File: src/rtl/core/multi_slot_software_timer_macros.svh
// ----------------------------------------------------------------------------
// Timer table assertion macros
// Shared concurrent assertion forms used by the timer table RTL.
// ----------------------------------------------------------------------------
`ifndef MULTI_SLOT_SOFTWARE_TIMER_MACROS_SVH
`define MULTI_SLOT_SOFTWARE_TIMER_MACROS_SVH

// Same-cycle implication, checked outside reset.
`define MST_ASSERT_IMP(lbl, clk, rst_n, ante, cons) \
  lbl: assert property (@(posedge clk) disable iff (!rst_n) (ante) |-> (cons)) \
    else $error("timer table assertion failed");

// Next-cycle implication, checked outside reset.
`define MST_ASSERT_NEXT(lbl, clk, rst_n, ante, cons) \
  lbl: assert property (@(posedge clk) disable iff (!rst_n) (ante) |=> (cons)) \
    else $error("timer table assertion failed");

`endif

File: src/rtl/core/mst_pkg.sv
// ----------------------------------------------------------------------------
// Timer table package
// Field widths, request and result codes, and reset constants.
// ----------------------------------------------------------------------------
package mst_pkg;

  // Port field widths.
  localparam int ACTION_W = 3;
  localparam int ID_W     = 4;
  localparam int MS_W     = 24;
  localparam int KIND_W   = 3;
  localparam int TICK_W   = 10;

  // Tick length after reset, in milliseconds.
  localparam logic [TICK_W-1:0] TICK_MS_RESET = 10'd100;

  // Request actions.
  localparam logic [ACTION_W-1:0] ACT_ADD    = 3'd0;
  localparam logic [ACTION_W-1:0] ACT_REMOVE = 3'd1;
  localparam logic [ACTION_W-1:0] ACT_RESET  = 3'd2;
  localparam logic [ACTION_W-1:0] ACT_QUERY  = 3'd3;
  localparam logic [ACTION_W-1:0] ACT_TICK   = 3'd4;

  // Result kinds.
  localparam logic [KIND_W-1:0] KIND_ADDED     = 3'd0;
  localparam logic [KIND_W-1:0] KIND_FULL      = 3'd1;
  localparam logic [KIND_W-1:0] KIND_ACK       = 3'd2;
  localparam logic [KIND_W-1:0] KIND_QUERY     = 3'd3;
  localparam logic [KIND_W-1:0] KIND_EXPIRY    = 3'd4;
  localparam logic [KIND_W-1:0] KIND_TICK_DONE = 3'd5;

endpackage

File: src/rtl/core/mst_ram.sv
// ----------------------------------------------------------------------------
// Generic RAM
// One write port and one read port with registered read data.
// ----------------------------------------------------------------------------
module mst_ram #(
  parameter int WIDTH = 51,
  parameter int DEPTH = 16
) (
  input  logic                     clk,
  input  logic                     we,
  input  logic [$clog2(DEPTH)-1:0] waddr,
  input  logic [WIDTH-1:0]         wdata,
  input  logic [$clog2(DEPTH)-1:0] raddr,
  output logic [WIDTH-1:0]         rdata
);

  logic [WIDTH-1:0] mem [DEPTH];

  // Write and registered read.
  always_ff @(posedge clk) begin
    if (we) begin
      mem[waddr] <= wdata;
    end
    rdata <= mem[raddr];
  end

endmodule

File: src/rtl/core/multi_slot_software_timer.sv
// ----------------------------------------------------------------------------
// Multi-slot software timer table
// Tick-driven table of one-shot and periodic timers with add, remove,
// count reset, query and tick requests.
// ----------------------------------------------------------------------------
// The block handles one request at a time and holds in_stall high while it
// works. An add scans the valid bits one slot per cycle. Remove, reset and
// query on a live slot read the RAM word, then update it or take the answer
// from it, then give the result; on a free slot they go straight to the
// result. A tick walks all slots: a free slot is skipped, and a live slot
// goes through a RAM read, the shared multiply of the count by tick_ms, and
// the compare and write back, with the closing result after the walk. The
// single RAM read port and the one shared multiplier make a live slot take
// these steps one after another. Results leave through an output register,
// so a new request may be taken while the last result still waits. Per-slot
// state beyond the valid bits lives in RAM and needs no clearing pass after
// reset.
`include "multi_slot_software_timer_macros.svh"

module multi_slot_software_timer #(
  parameter int SLOTS     = 16,
  parameter int TIME_BITS = 24
) (
  input  logic                          clk,
  input  logic                          rst_n,
  // Request channel.
  input  logic                          in_valid,
  output logic                          in_stall,
  input  logic [mst_pkg::ACTION_W-1:0]  in_action,
  input  logic [mst_pkg::ID_W-1:0]      in_timer_id,
  input  logic [mst_pkg::MS_W-1:0]      in_first_ms,
  input  logic [mst_pkg::MS_W-1:0]      in_period_ms,
  // Result channel.
  output logic                          out_valid,
  input  logic                          out_stall,
  output logic [mst_pkg::KIND_W-1:0]    out_kind,
  output logic [mst_pkg::ID_W-1:0]      out_slot_id,
  output logic                          out_exists,
  output logic                          out_last,
  // Tick length register.
  input  logic                          cfg_valid,
  output logic                          cfg_ready,
  input  logic [mst_pkg::TICK_W-1:0]    cfg_tick_ms
);

  import mst_pkg::*;

  localparam int IDX_W    = $clog2(SLOTS);
  localparam int PROD_W   = TIME_BITS + TICK_W;
  localparam int INT_LSB  = 0;
  localparam int TCK_LSB  = TIME_BITS;
  localparam int PEND_BIT = 2 * TIME_BITS;
  localparam int REM_BIT  = 2 * TIME_BITS + 1;
  localparam int PER_BIT  = 2 * TIME_BITS + 2;
  localparam int WORD_W   = 2 * TIME_BITS + 3;

  typedef enum logic [3:0] {
    S_IDLE,
    S_SCAN,
    S_ADD_EXP,
    S_MRD,
    S_MOD,
    S_TCHK,
    S_TMUL,
    S_TUPD,
    S_LAST
  } state_t;

  // Registers.
  state_t                 state_r, state_nxt;
  logic [TICK_W-1:0]      tick_ms_r, tick_ms_nxt;
  logic [SLOTS-1:0]       valid_r, valid_nxt;
  logic [IDX_W-1:0]       idx_r, idx_nxt;
  logic [ACTION_W-1:0]    action_r, action_nxt;
  logic [ID_W-1:0]        id_r, id_nxt;
  logic                   in_range_r, in_range_nxt;
  logic                   first_zero_r, first_zero_nxt;
  logic                   periodic_r, periodic_nxt;
  logic [TIME_BITS-1:0]   interval_r, interval_nxt;
  logic [WORD_W-1:0]      ent_r, ent_nxt;
  logic [TIME_BITS-1:0]   cnt_r, cnt_nxt;
  logic [PROD_W-1:0]      prod_r, prod_nxt;
  logic [KIND_W-1:0]      pend_kind_r, pend_kind_nxt;
  logic [ID_W-1:0]        pend_slot_r, pend_slot_nxt;
  logic                   pend_exists_r, pend_exists_nxt;
  logic                   out_valid_r, out_valid_nxt;
  logic [KIND_W-1:0]      out_kind_r, out_kind_nxt;
  logic [ID_W-1:0]        out_slot_r, out_slot_nxt;
  logic                   out_exists_r, out_exists_nxt;
  logic                   out_last_r, out_last_nxt;

  // Combinational helpers.
  logic                   can_push;
  logic                   push;
  logic [KIND_W-1:0]      push_kind;
  logic [ID_W-1:0]        push_slot;
  logic                   push_exists;
  logic                   push_last;
  logic                   in_accept;
  logic                   in_range;
  logic [IDX_W-1:0]       in_idx;
  logic [IDX_W-1:0]       id_idx;
  logic                   ram_we;
  logic [IDX_W-1:0]       ram_waddr;
  logic [WORD_W-1:0]      ram_wdata;
  logic [IDX_W-1:0]       ram_raddr;
  logic [WORD_W-1:0]      ram_rdata;
  logic [TIME_BITS-1:0]   rd_ticks;
  logic [TIME_BITS-1:0]   cnt_inc;
  logic                   expired;
  logic                   need_emit;
  logic                   last_idx;

  assign in_stall  = (state_r != S_IDLE);
  assign in_accept = in_valid && !in_stall;
  assign cfg_ready = 1'b1;
  assign in_range  = (32'(in_timer_id) < 32'(SLOTS));
  assign in_idx    = IDX_W'(in_timer_id);
  assign id_idx    = IDX_W'(id_r);
  assign can_push  = !out_valid_r || !out_stall;
  assign last_idx  = (idx_r == IDX_W'(SLOTS - 1));

  assign out_valid   = out_valid_r;
  assign out_kind    = out_kind_r;
  assign out_slot_id = out_slot_r;
  assign out_exists  = out_exists_r;
  assign out_last    = out_last_r;

  // Per-slot timer words: flags, tick count and interval.
  mst_ram #(
    .WIDTH (WORD_W),
    .DEPTH (SLOTS)
  ) u_ram (
    .clk   (clk),
    .we    (ram_we),
    .waddr (ram_waddr),
    .wdata (ram_wdata),
    .raddr (ram_raddr),
    .rdata (ram_rdata)
  );

  // Count after this tick, saturating, and the expiry compare.
  assign rd_ticks  = ram_rdata[TCK_LSB +: TIME_BITS];
  assign cnt_inc   = (rd_ticks == {TIME_BITS{1'b1}}) ? rd_ticks : rd_ticks + 1'b1;
  assign expired   = (prod_r >= PROD_W'(ent_r[INT_LSB +: TIME_BITS]));
  assign need_emit = expired && !ent_r[REM_BIT];

  // Sequencer, RAM control and result staging.
  always_comb begin
    state_nxt       = state_r;
    tick_ms_nxt     = tick_ms_r;
    valid_nxt       = valid_r;
    idx_nxt         = idx_r;
    action_nxt      = action_r;
    id_nxt          = id_r;
    in_range_nxt    = in_range_r;
    first_zero_nxt  = first_zero_r;
    periodic_nxt    = periodic_r;
    interval_nxt    = interval_r;
    ent_nxt         = ent_r;
    cnt_nxt         = cnt_r;
    prod_nxt        = prod_r;
    pend_kind_nxt   = pend_kind_r;
    pend_slot_nxt   = pend_slot_r;
    pend_exists_nxt = pend_exists_r;
    push            = 1'b0;
    push_kind       = KIND_ADDED;
    push_slot       = '0;
    push_exists     = 1'b0;
    push_last       = 1'b0;
    ram_we          = 1'b0;
    ram_waddr       = idx_r;
    ram_wdata       = ent_r;
    ram_raddr       = (state_r == S_MRD) ? id_idx : idx_r;

    if (cfg_valid && cfg_ready) begin
      tick_ms_nxt = cfg_tick_ms;
    end

    case (state_r)
      S_IDLE: begin
        if (in_accept) begin
          action_nxt     = in_action;
          id_nxt         = in_timer_id;
          in_range_nxt   = in_range;
          first_zero_nxt = (in_first_ms == '0);
          periodic_nxt   = (in_period_ms != '0);
          interval_nxt   = (in_period_ms != '0) ? TIME_BITS'(in_period_ms)
                                                : TIME_BITS'(in_first_ms);
          idx_nxt        = '0;
          pend_slot_nxt  = '0;
          pend_exists_nxt = 1'b0;
          case (in_action)
            ACT_ADD: begin
              state_nxt = S_SCAN;
            end
            ACT_REMOVE, ACT_RESET: begin
              pend_kind_nxt = KIND_ACK;
              state_nxt     = (in_range && valid_r[in_idx]) ? S_MRD : S_LAST;
            end
            ACT_QUERY: begin
              pend_kind_nxt = KIND_QUERY;
              pend_slot_nxt = in_timer_id;
              state_nxt     = (in_range && valid_r[in_idx]) ? S_MRD : S_LAST;
            end
            ACT_TICK: begin
              state_nxt = S_TCHK;
            end
            default: begin
              state_nxt = S_IDLE;
            end
          endcase
        end
      end

      // Lowest free slot search, one slot a cycle.
      S_SCAN: begin
        if (!valid_r[idx_r]) begin
          valid_nxt[idx_r] = 1'b1;
          ram_we           = 1'b1;
          ram_wdata        = {periodic_r, 1'b0, 1'b0, {TIME_BITS{1'b0}}, interval_r};
          pend_kind_nxt    = KIND_ADDED;
          pend_slot_nxt    = ID_W'(idx_r);
          state_nxt        = first_zero_r ? S_ADD_EXP : S_LAST;
        end else if (last_idx) begin
          pend_kind_nxt = KIND_FULL;
          pend_slot_nxt = '0;
          state_nxt     = S_LAST;
        end else begin
          idx_nxt = idx_r + 1'b1;
        end
      end

      // Immediate expiry of a new timer with a zero first delay.
      S_ADD_EXP: begin
        if (can_push) begin
          push      = 1'b1;
          push_kind = KIND_EXPIRY;
          push_slot = ID_W'(idx_r);
          state_nxt = S_LAST;
        end
      end

      // Read of the addressed slot.
      S_MRD: begin
        state_nxt = S_MOD;
      end

      // Flag update or query answer from the slot word.
      S_MOD: begin
        ram_waddr = id_idx;
        ram_wdata = ram_rdata;
        case (action_r)
          ACT_REMOVE: begin
            ram_we             = 1'b1;
            ram_wdata[PER_BIT] = 1'b0;
            ram_wdata[REM_BIT] = 1'b1;
          end
          ACT_RESET: begin
            ram_we              = 1'b1;
            ram_wdata[PEND_BIT] = 1'b1;
          end
          default: begin
            pend_exists_nxt = !ram_rdata[REM_BIT];
          end
        endcase
        state_nxt = S_LAST;
      end

      // Tick walk: skip free slots, read live ones.
      S_TCHK: begin
        if (valid_r[idx_r]) begin
          state_nxt = S_TMUL;
        end else if (last_idx) begin
          pend_kind_nxt = KIND_TICK_DONE;
          pend_slot_nxt = '0;
          state_nxt     = S_LAST;
        end else begin
          idx_nxt = idx_r + 1'b1;
        end
      end

      // Shared multiplier: elapsed time of the slot.
      S_TMUL: begin
        ent_nxt   = ram_rdata;
        cnt_nxt   = cnt_inc;
        prod_nxt  = PROD_W'(cnt_inc) * PROD_W'(tick_ms_r);
        state_nxt = S_TUPD;
      end

      // Expiry decision and write back.
      S_TUPD: begin
        if (!need_emit || can_push) begin
          if (need_emit) begin
            push      = 1'b1;
            push_kind = KIND_EXPIRY;
            push_slot = ID_W'(idx_r);
          end
          if (expired && !ent_r[PER_BIT]) begin
            valid_nxt[idx_r] = 1'b0;
          end else begin
            ram_we                           = 1'b1;
            ram_wdata                        = ent_r;
            ram_wdata[PEND_BIT]              = 1'b0;
            ram_wdata[TCK_LSB +: TIME_BITS]  = (ent_r[PEND_BIT] || expired)
                                               ? '0 : cnt_r;
          end
          if (last_idx) begin
            pend_kind_nxt = KIND_TICK_DONE;
            pend_slot_nxt = '0;
            state_nxt     = S_LAST;
          end else begin
            idx_nxt   = idx_r + 1'b1;
            state_nxt = S_TCHK;
          end
        end
      end

      // Closing result of the request.
      S_LAST: begin
        if (can_push) begin
          push        = 1'b1;
          push_kind   = pend_kind_r;
          push_slot   = pend_slot_r;
          push_exists = pend_exists_r;
          push_last   = 1'b1;
          state_nxt   = S_IDLE;
        end
      end

      default: begin
        state_nxt = S_IDLE;
      end
    endcase

    // Output register.
    out_valid_nxt  = out_valid_r;
    out_kind_nxt   = out_kind_r;
    out_slot_nxt   = out_slot_r;
    out_exists_nxt = out_exists_r;
    out_last_nxt   = out_last_r;
    if (push) begin
      out_valid_nxt  = 1'b1;
      out_kind_nxt   = push_kind;
      out_slot_nxt   = push_slot;
      out_exists_nxt = push_exists;
      out_last_nxt   = push_last;
    end else if (out_valid_r && !out_stall) begin
      out_valid_nxt = 1'b0;
    end
  end

  // State and registered outputs.
  always_ff @(posedge clk) begin
    if (!rst_n) begin
      state_r     <= S_IDLE;
      tick_ms_r   <= TICK_MS_RESET;
      valid_r     <= '0;
      out_valid_r <= 1'b0;
    end else begin
      state_r     <= state_nxt;
      tick_ms_r   <= tick_ms_nxt;
      valid_r     <= valid_nxt;
      out_valid_r <= out_valid_nxt;
    end
    idx_r         <= idx_nxt;
    action_r      <= action_nxt;
    id_r          <= id_nxt;
    in_range_r    <= in_range_nxt;
    first_zero_r  <= first_zero_nxt;
    periodic_r    <= periodic_nxt;
    interval_r    <= interval_nxt;
    ent_r         <= ent_nxt;
    cnt_r         <= cnt_nxt;
    prod_r        <= prod_nxt;
    pend_kind_r   <= pend_kind_nxt;
    pend_slot_r   <= pend_slot_nxt;
    pend_exists_r <= pend_exists_nxt;
    out_kind_r    <= out_kind_nxt;
    out_slot_r    <= out_slot_nxt;
    out_exists_r  <= out_exists_nxt;
    out_last_r    <= out_last_nxt;
  end

  // Remove, reset and query only reach the RAM for an in-range slot.
  logic mod_ok;
  assign mod_ok = (state_r != S_MOD) || in_range_r;

  // Checks.
  `MST_ASSERT_NEXT(a_busy_after_req, clk, rst_n, in_accept && (in_action <= ACT_TICK), in_stall)
  `MST_ASSERT_IMP(a_idle_quiet, clk, rst_n, state_r == S_IDLE, !push && !ram_we)
  `MST_ASSERT_IMP(a_upd_live, clk, rst_n, state_r == S_TUPD, valid_r[idx_r])
  `MST_ASSERT_IMP(a_push_room, clk, rst_n, push, can_push)
  `MST_ASSERT_IMP(a_mod_in_range, clk, rst_n, state_r == S_MOD, mod_ok)

endmodule

File: config.mk
export PLATFORM = sky130hd
export DESIGN_NAME = multi_slot_software_timer
export DESIGN_NICKNAME = d
export VERILOG_FILES = /design/src/rtl/core/mst_pkg.sv /design/src/rtl/core/mst_ram.sv /design/src/rtl/core/multi_slot_software_timer.sv
export VERILOG_INCLUDE_DIRS = /design/src /design/src/rtl/core
export SDC_FILE = /design/constraint.sdc
export NUM_CORES = 2
export LEC_CHECK = 0
export BUFFER_PORTS_ARGS = -buffer_cell sky130_fd_sc_hd__clkbuf_2
export CORE_AREA = 5 5 411 413
export CTS_BUF_LIST = sky130_fd_sc_hd__clkbuf_16
export CTS_CLUSTER_DIAMETER = 200
export DETAILED_ROUTE_END_ITERATION = 10
export DIE_AREA = 0 0 416 418
export PLACE_DENSITY = 0.42
export SLEW_MARGIN = 15
export SYNTH_ARGS = -nofsm -noshare
export SYNTH_HDL_FRONTEND = slang
export SYNTH_SLANG_ARGS = --single-unit
File: constraint.sdc
create_clock -name clk -period 12 [get_ports clk]
set_clock_uncertainty 0.05 [all_clocks]
set_input_delay 1.8 -clock clk [delete_from_list [all_inputs] [get_ports clk]]
set_output_delay 1.8 -clock clk [all_outputs]
set_load 0.01 [all_outputs]
# Yosys cells after proc, flatten, opt, wreduce, memory -nomap -nowiden
# Memories as Yosys holds them, arrays and structs flattened. A register that Yosys moved wholly into a read port is not among the register bits.
# Cells that the tools add are included.
# word_totals
in_bits	70
wordCells	174
output_inout_bits	12
ramBits	816
memories	1
reg_bits	194
# memory_table
memory	depth	width	read_ports	rd_ports_with_merged_regs	wr	line	text
u_ram.mem	16	51	1	1	1	mst_ram.sv:17	logic [WIDTH-1:0] mem [DEPTH];
# op_classes
n_eq_ne	27
n_reduce_logical	36
multipliers	1
n_mux	80
n_bitwise	3
add_sub_neg	2
n_lt_le_gt_ge	4
# ops
op	n
51-bit case mux with 3 select lines	1
4-bit 2-to-1 mux	27
49-bit 2-to-1 mux	2
24-bit 2-to-1 mux	3
51-bit 2-to-1 mux	1
16-bit 2-to-1 mux	3
4-bit case mux with 9 select lines	1
34-bit by 24-bit greater-or-equal comparator with 1-bit output	1
24-bit by 10-bit multiplier with 34-bit output	1
16-bit case mux with 2 select lines	1
4-bit case mux with 4 select lines	2
3-bit 2-to-1 mux	10
24-bit by 1-bit adder with 24-bit output (second input constant)	1
24-bit equality test (second input constant)	1
24-bit zero test	1
4-bit case mux with 3 select lines	2
24-bit nonzero test	1
2-bit != test (second input constant)	9
1-bit 2-to-1 mux	17
16-bit AND	1
4-bit by 3-bit equality test with 1-bit output (second input constant)	4
16-bit NOT	1
16-bit OR	1
3-bit case mux with 4 select lines	1
32 further kinds	60

# Depth between registers and ports, before layout
# logic_depth
word_depth	9
ltp_mapped	31
mapped_depth_nobuf	29

# Modules after synthesis
# A second synthesis with hierarchy kept.
# unflattened
hier_cells	2981
hier_area_um2	48684.2
# by_module_without_submodules
mod	area_per_inst_um2	seq_area_each_um2	n_inst	cells_per_inst
mst_ram	31620.3	25524.5	1	1320
multi_slot_software_timer	17063.9	5515.3	1	1661

# Worst setup path before layout
# Ideal clock, no wire load.
# synth_path
path_kind	reg2reg
from	reg state_r[2]
to	reg cnt_r[0] (enable)
path_buffers	1
t_arrival_ns	8.223
path_stages_with_launch	4
path_slack_ns	3.015
required_ns	11.238
synth_period_minus_slack_ns	8.985
setup_time_ns	0.712
cell_sequence	dfxtp_1 > clkbuf_1 > nand2_1 > nor3_1
# synth_between
elab_chain_cells	1
# synth_lines
element	line	text
start, declared	multi_slot_software_timer.sv:70	state_t state_r, state_nxt;
start signal, assigned	multi_slot_software_timer.sv:361	state_r <= state_nxt;
4-bit by 3-bit equality test with 1-bit output	multi_slot_software_timer.sv:180	case (state_r)
end signal, assigned	multi_slot_software_timer.sv:374	cnt_r <= cnt_nxt;
end, declared	multi_slot_software_timer.sv:81	logic [TIME_BITS-1:0] cnt_r, cnt_nxt;
# Every way passes these cells.
# A chain may end at the register's enable or synchronous reset.

# Worst setup path in the final report
# layout_path
from	reg u_ram.rdata[37] (read register of u_ram.mem)
to	reg prod_r[25], data pin
# layout_between
elab_chain_cells	3
elab_cells_between_ends	4
classes_between	add/sub: 1; mul: 1; eq/ne: 1; mux: 1
# layout_lines
element	line	text
start, declared	mst_ram.sv:14	output logic [WIDTH-1:0] rdata
24-bit by 1-bit adder with 24-bit output or 24-bit equality test (tied branches)	multi_slot_software_timer.sv:144	assign cnt_inc = (rd_ticks == {TIME_BITS{1'b1}}) ? rd_ticks : rd_ticks + 1'b1;
24-bit 2-to-1 mux *	multi_slot_software_timer.sv:144	
24-bit by 10-bit multiplier with 34-bit output *	multi_slot_software_timer.sv:287	prod_nxt = PROD_W'(cnt_inc) * PROD_W'(tick_ms_r);
end signal, assigned	multi_slot_software_timer.sv:375	prod_r <= prod_nxt;
end, declared	multi_slot_software_timer.sv:82	logic [PROD_W-1:0] prod_r, prod_nxt;
# Every way passes the cells marked *; elsewhere a longest branch is shown, timed or not.

==> key figures <==
Status
  • Outcome: completed

STA
  • Pins Over Slew Limit: 0
  • Final Worst Setup Slack: 3.857 ns
  • RSZ-0062 raised after global routing: no
  • Endpoints failing setup: 0
  • Setup TNS: 0 ns
  • Post-layout min period: 8.143 ns
  • Fmax: 122.8 MHz
  • Worst Max-Slew Pin Slew: 1.190 ns
  • Final Hold Viols: 0
  • Final Cycle Share: 67.86%
  • Max transition margin: 20.35%

Worst setup path
  • Startpoint types: flop
  • CP required: 12.39 ns
  • Crit path DAT: 8.53 ns
  • Register-to-Register Path Depth: 26
  • Internal reg-to-reg setup slack: 3.86 ns
  • Crit path max fanout: 11
  • CP Class: flop to flop
  • Critical path endpoint category: flop

Synthesis
  • Mapped Nets: 3,455
  • Yosys top cell area share: 59.92%
  • Async set-reset flop share out of synthesis: 0%
  • Seq/Total Area, Yosys: 63.27%
  • Synthesis warning total: 0
  • Register bit total from synthesis: 1,061
  • Cell count after synthesis: 3,113
  • Synth top area cells: edfxtp_1 (60%), mux4_2 (9.7%), fa_1 (7.1%)
  • Most frequent cells after synthesis: edfxtp_1 (979), nand2_1 (289), inv_1 (230), mux4_2 (212), fa_1 (174)
  • Count leader, synth: edfxtp_1
  • Synth cell types: 73
  • Cell taking the most area after synthesis: edfxtp_1
  • Average cell area after synthesis: 15.76 sq um
  • Area of the mapped netlist: 49,060 sq um
  • Most common flop cell mapped by yosys: edfxtp_1
  • Post-synth EDFFs: 979

Pwr
  • Sequential power share: 32.1%
  • Static leakage: 19.91 nW
  • Combinational fraction of design power: 43.3%
  • Net switching power: 5.225 mW
  • Clock Power Share: 24.6%
  • Pwr Density: 254.3 nW/um^2
  • Switching part of the total: 36.64%
  • Int Pwr: 9.033 mW
  • Worst vdd ir: 0.0003053 V

Final layout
  • Storage cell area: 31,040 sq um
  • Final cell count without fillers: 5,500
  • Nets: 3,556
  • Area of the multi-input gates: 16,630 sq um
  • Design Area, Final: 56,060 sq um
  • Fill cells: 15,860
  • P&R area growth vs syn: 14.26%
  • Layout cell share with drive strength beyond 1: 17.74%

Placed design
  • IO buf count: 80
  • Global placement routability congestion: 0.7551
  • Pre-CTS WS: 3.810 ns
  • HPWL after DPL: 78.89 mm
  • Placed insts: 5,286
  • Post-DP Area: 52,320 sq um

Detailed routing
  • Met1 Wirelength: 62.37 mm
  • # DRC: 0
  • Routed wl met2: 63.80 mm
  • DR vias/cell: 4.879
  • Top layer in use: met4
  • WL/cell: 24.40 microns
  • Iteration-0 DRC Markers: 2,037
  • Initial DRT Pass Iterations: 5
  • WL final: 134.2 mm
  • Via Count: 26,830
  • Final ANT Viol Nets: 0
  • Met3 WL post-DR: 5.437 mm

Clock network
  • # hold bufs at CTS: 0
  • H-Tree Depth: 3
  • Post-CTS Setup Repair Bufs: 0
  • Clock slew at reported path FFs: 0.06 ns
  • Clock latency on the worst-skew pair: 0.71 ns
  • CTS tree: done
  • CTS root buffer: clkbuf_16
  • Num CTS Buffers: 115
  • Sink Count: 1,061
  • Post-CTS sizing: 0
  • Clock buffer depth: 3

Die
  • Die X: 416 microns
  • Initial Utilization: 29.84%
  • IO Count: 82
  • Core area: 164,400 sq um
  • Row count: 149
  • Die Span Y: 418 microns
  • Die area: 173,900 sq um

Min path
  • Hold Path Class: flop to flop
  • Cell depth of the worst hold path: 0

Global route
  • First-pass GRT wire length: 195.9 mm
  • Grt total ovfl: 0
  • Pin count of the biggest net entering global routing: 103
  • Gr usage total: 15.16%
  • Number of global-route vias before repair: 28,030
  • Antenna violations before repair: 8

Flow run
  • Number of max-cap violations: 0
## layout by cell type, fill, tap and decap left out, types with 29 or more instances in the layout
cell,instances
ha_1,98
nor2_1,53
xnor2_1,35
buf_4,78
a222oi_1,29
a31oi_1,68
and2_1,171
dfxtp_1,82
fa_1,174
a211oi_1,59
clkbuf_2,80
inv_1,249
clkbuf_16,115
edfxtp_1,979
o21ai_0,36
nand3_1,47
a21o_1,67
mux4_2,212
nand2_1,289
a21oi_1,46
## critical path: stages, from the launching register on
cell and delay, ns:
dfxtp_1 0.47, and4_1 0.29, and3_1 0.27, nand2_1 0.11, or2_1 0.33, and3_1 0.25, and3_1 0.20, xor2_1 0.86
nand2_1 0.17, fa_1 0.53, inv_1 0.06, fa_1 0.57, fa_1 0.44, fa_1 0.49, inv_1 0.05, fa_1 0.48
inv_1 0.04, ha_1 0.36, a21o_1 0.19, a221oi_1 0.34, o21ai_0 0.14, a21oi_1 0.30, o21bai_1 0.24, a211oi_1 0.28
o21bai_1 0.10, a21oi_1 0.18, xnor2_1 0.08
## logic make-up after synthesis
logic type | after synthesis | synth area share, %
flip-flops | 1061 | 63.27
AND/OR/NAND/NOR | 704 | 7.120
buffers and inverters | 408 | 3.274
AO/OA/AOI/OAI | 384 | 5.608
adder cells (fa/ha/maj) | 272 | 9.599
multiplexers | 232 | 10.21
XOR/XNOR | 51 | 0.9104
other | 1 | 0.007643
## flip-flops by register name, summed over array words and instances, names as in the netlist, 4 cells and up, named ones only
name and cells:
prod_r 34, interval_r 24, tick_ms_r 10, out_slot_id 4, u_ram.mem 816, pend_slot_r 4, u_ram.rdata 51, idx_r 4
ent_r 51, cnt_r 24, state_r 4, id_idx 4
## metrics by stage
step	total power, mW	utilization [%]	hold slack [ns]
6_report	14.26	34.09	0.3826
3_3_place_gp	10.95	31.82	0.3626
3_5_place_dp	10.87	31.82	0.3665
2_1_floorplan	9.149	-	0.3572
5_1_grt	15.35	34.09	0.3870
4_1_cts	14.51	34.08	0.3806
## worst paths after layout
kind                        start    endpoint
setup reg to reg  u_ram.rdata[37]  prod_r[25]
hold reg to reg    u_ram.rdata[0]    ent_r[0]
hold / removal     u_ram.rdata[0]    ent_r[0]
setup / recovery  u_ram.rdata[37]  prod_r[25]
## layout make-up
cell class,instances,area share (%)
clock inverters,97,1.500
clock buffers,115,5.133
multi-input cells,1644,29.66
flip-flops and latches,1061,55.37
diodes,2,0.008928
well taps,2189,4.886
inverters,230,1.540
repair buffers,162,1.902
## layer usage
metal | track usage, % | vias to the layer above
li1 | - | 11940
met1 | 21.43 | 14200
met2 | 24.90 | 533
met3 | 1.993 | 162
met4 | 3.690 | 0
met5 | 0 | -
## power groups by stage
stage | sequential, mW | clock [mW] | combinational, mW
after floorplan | 4.61 | 0 | 4.54
after global routing | 4.59 | 3.77 | 6.99
after detailed placement | 4.66 | 0 | 6.21
final | 4.58 | 3.51 | 6.17
after global placement | 4.65 | 0 | 6.30
after CTS | 4.58 | 3.62 | 6.31
(Power assumes the default switching activity.)
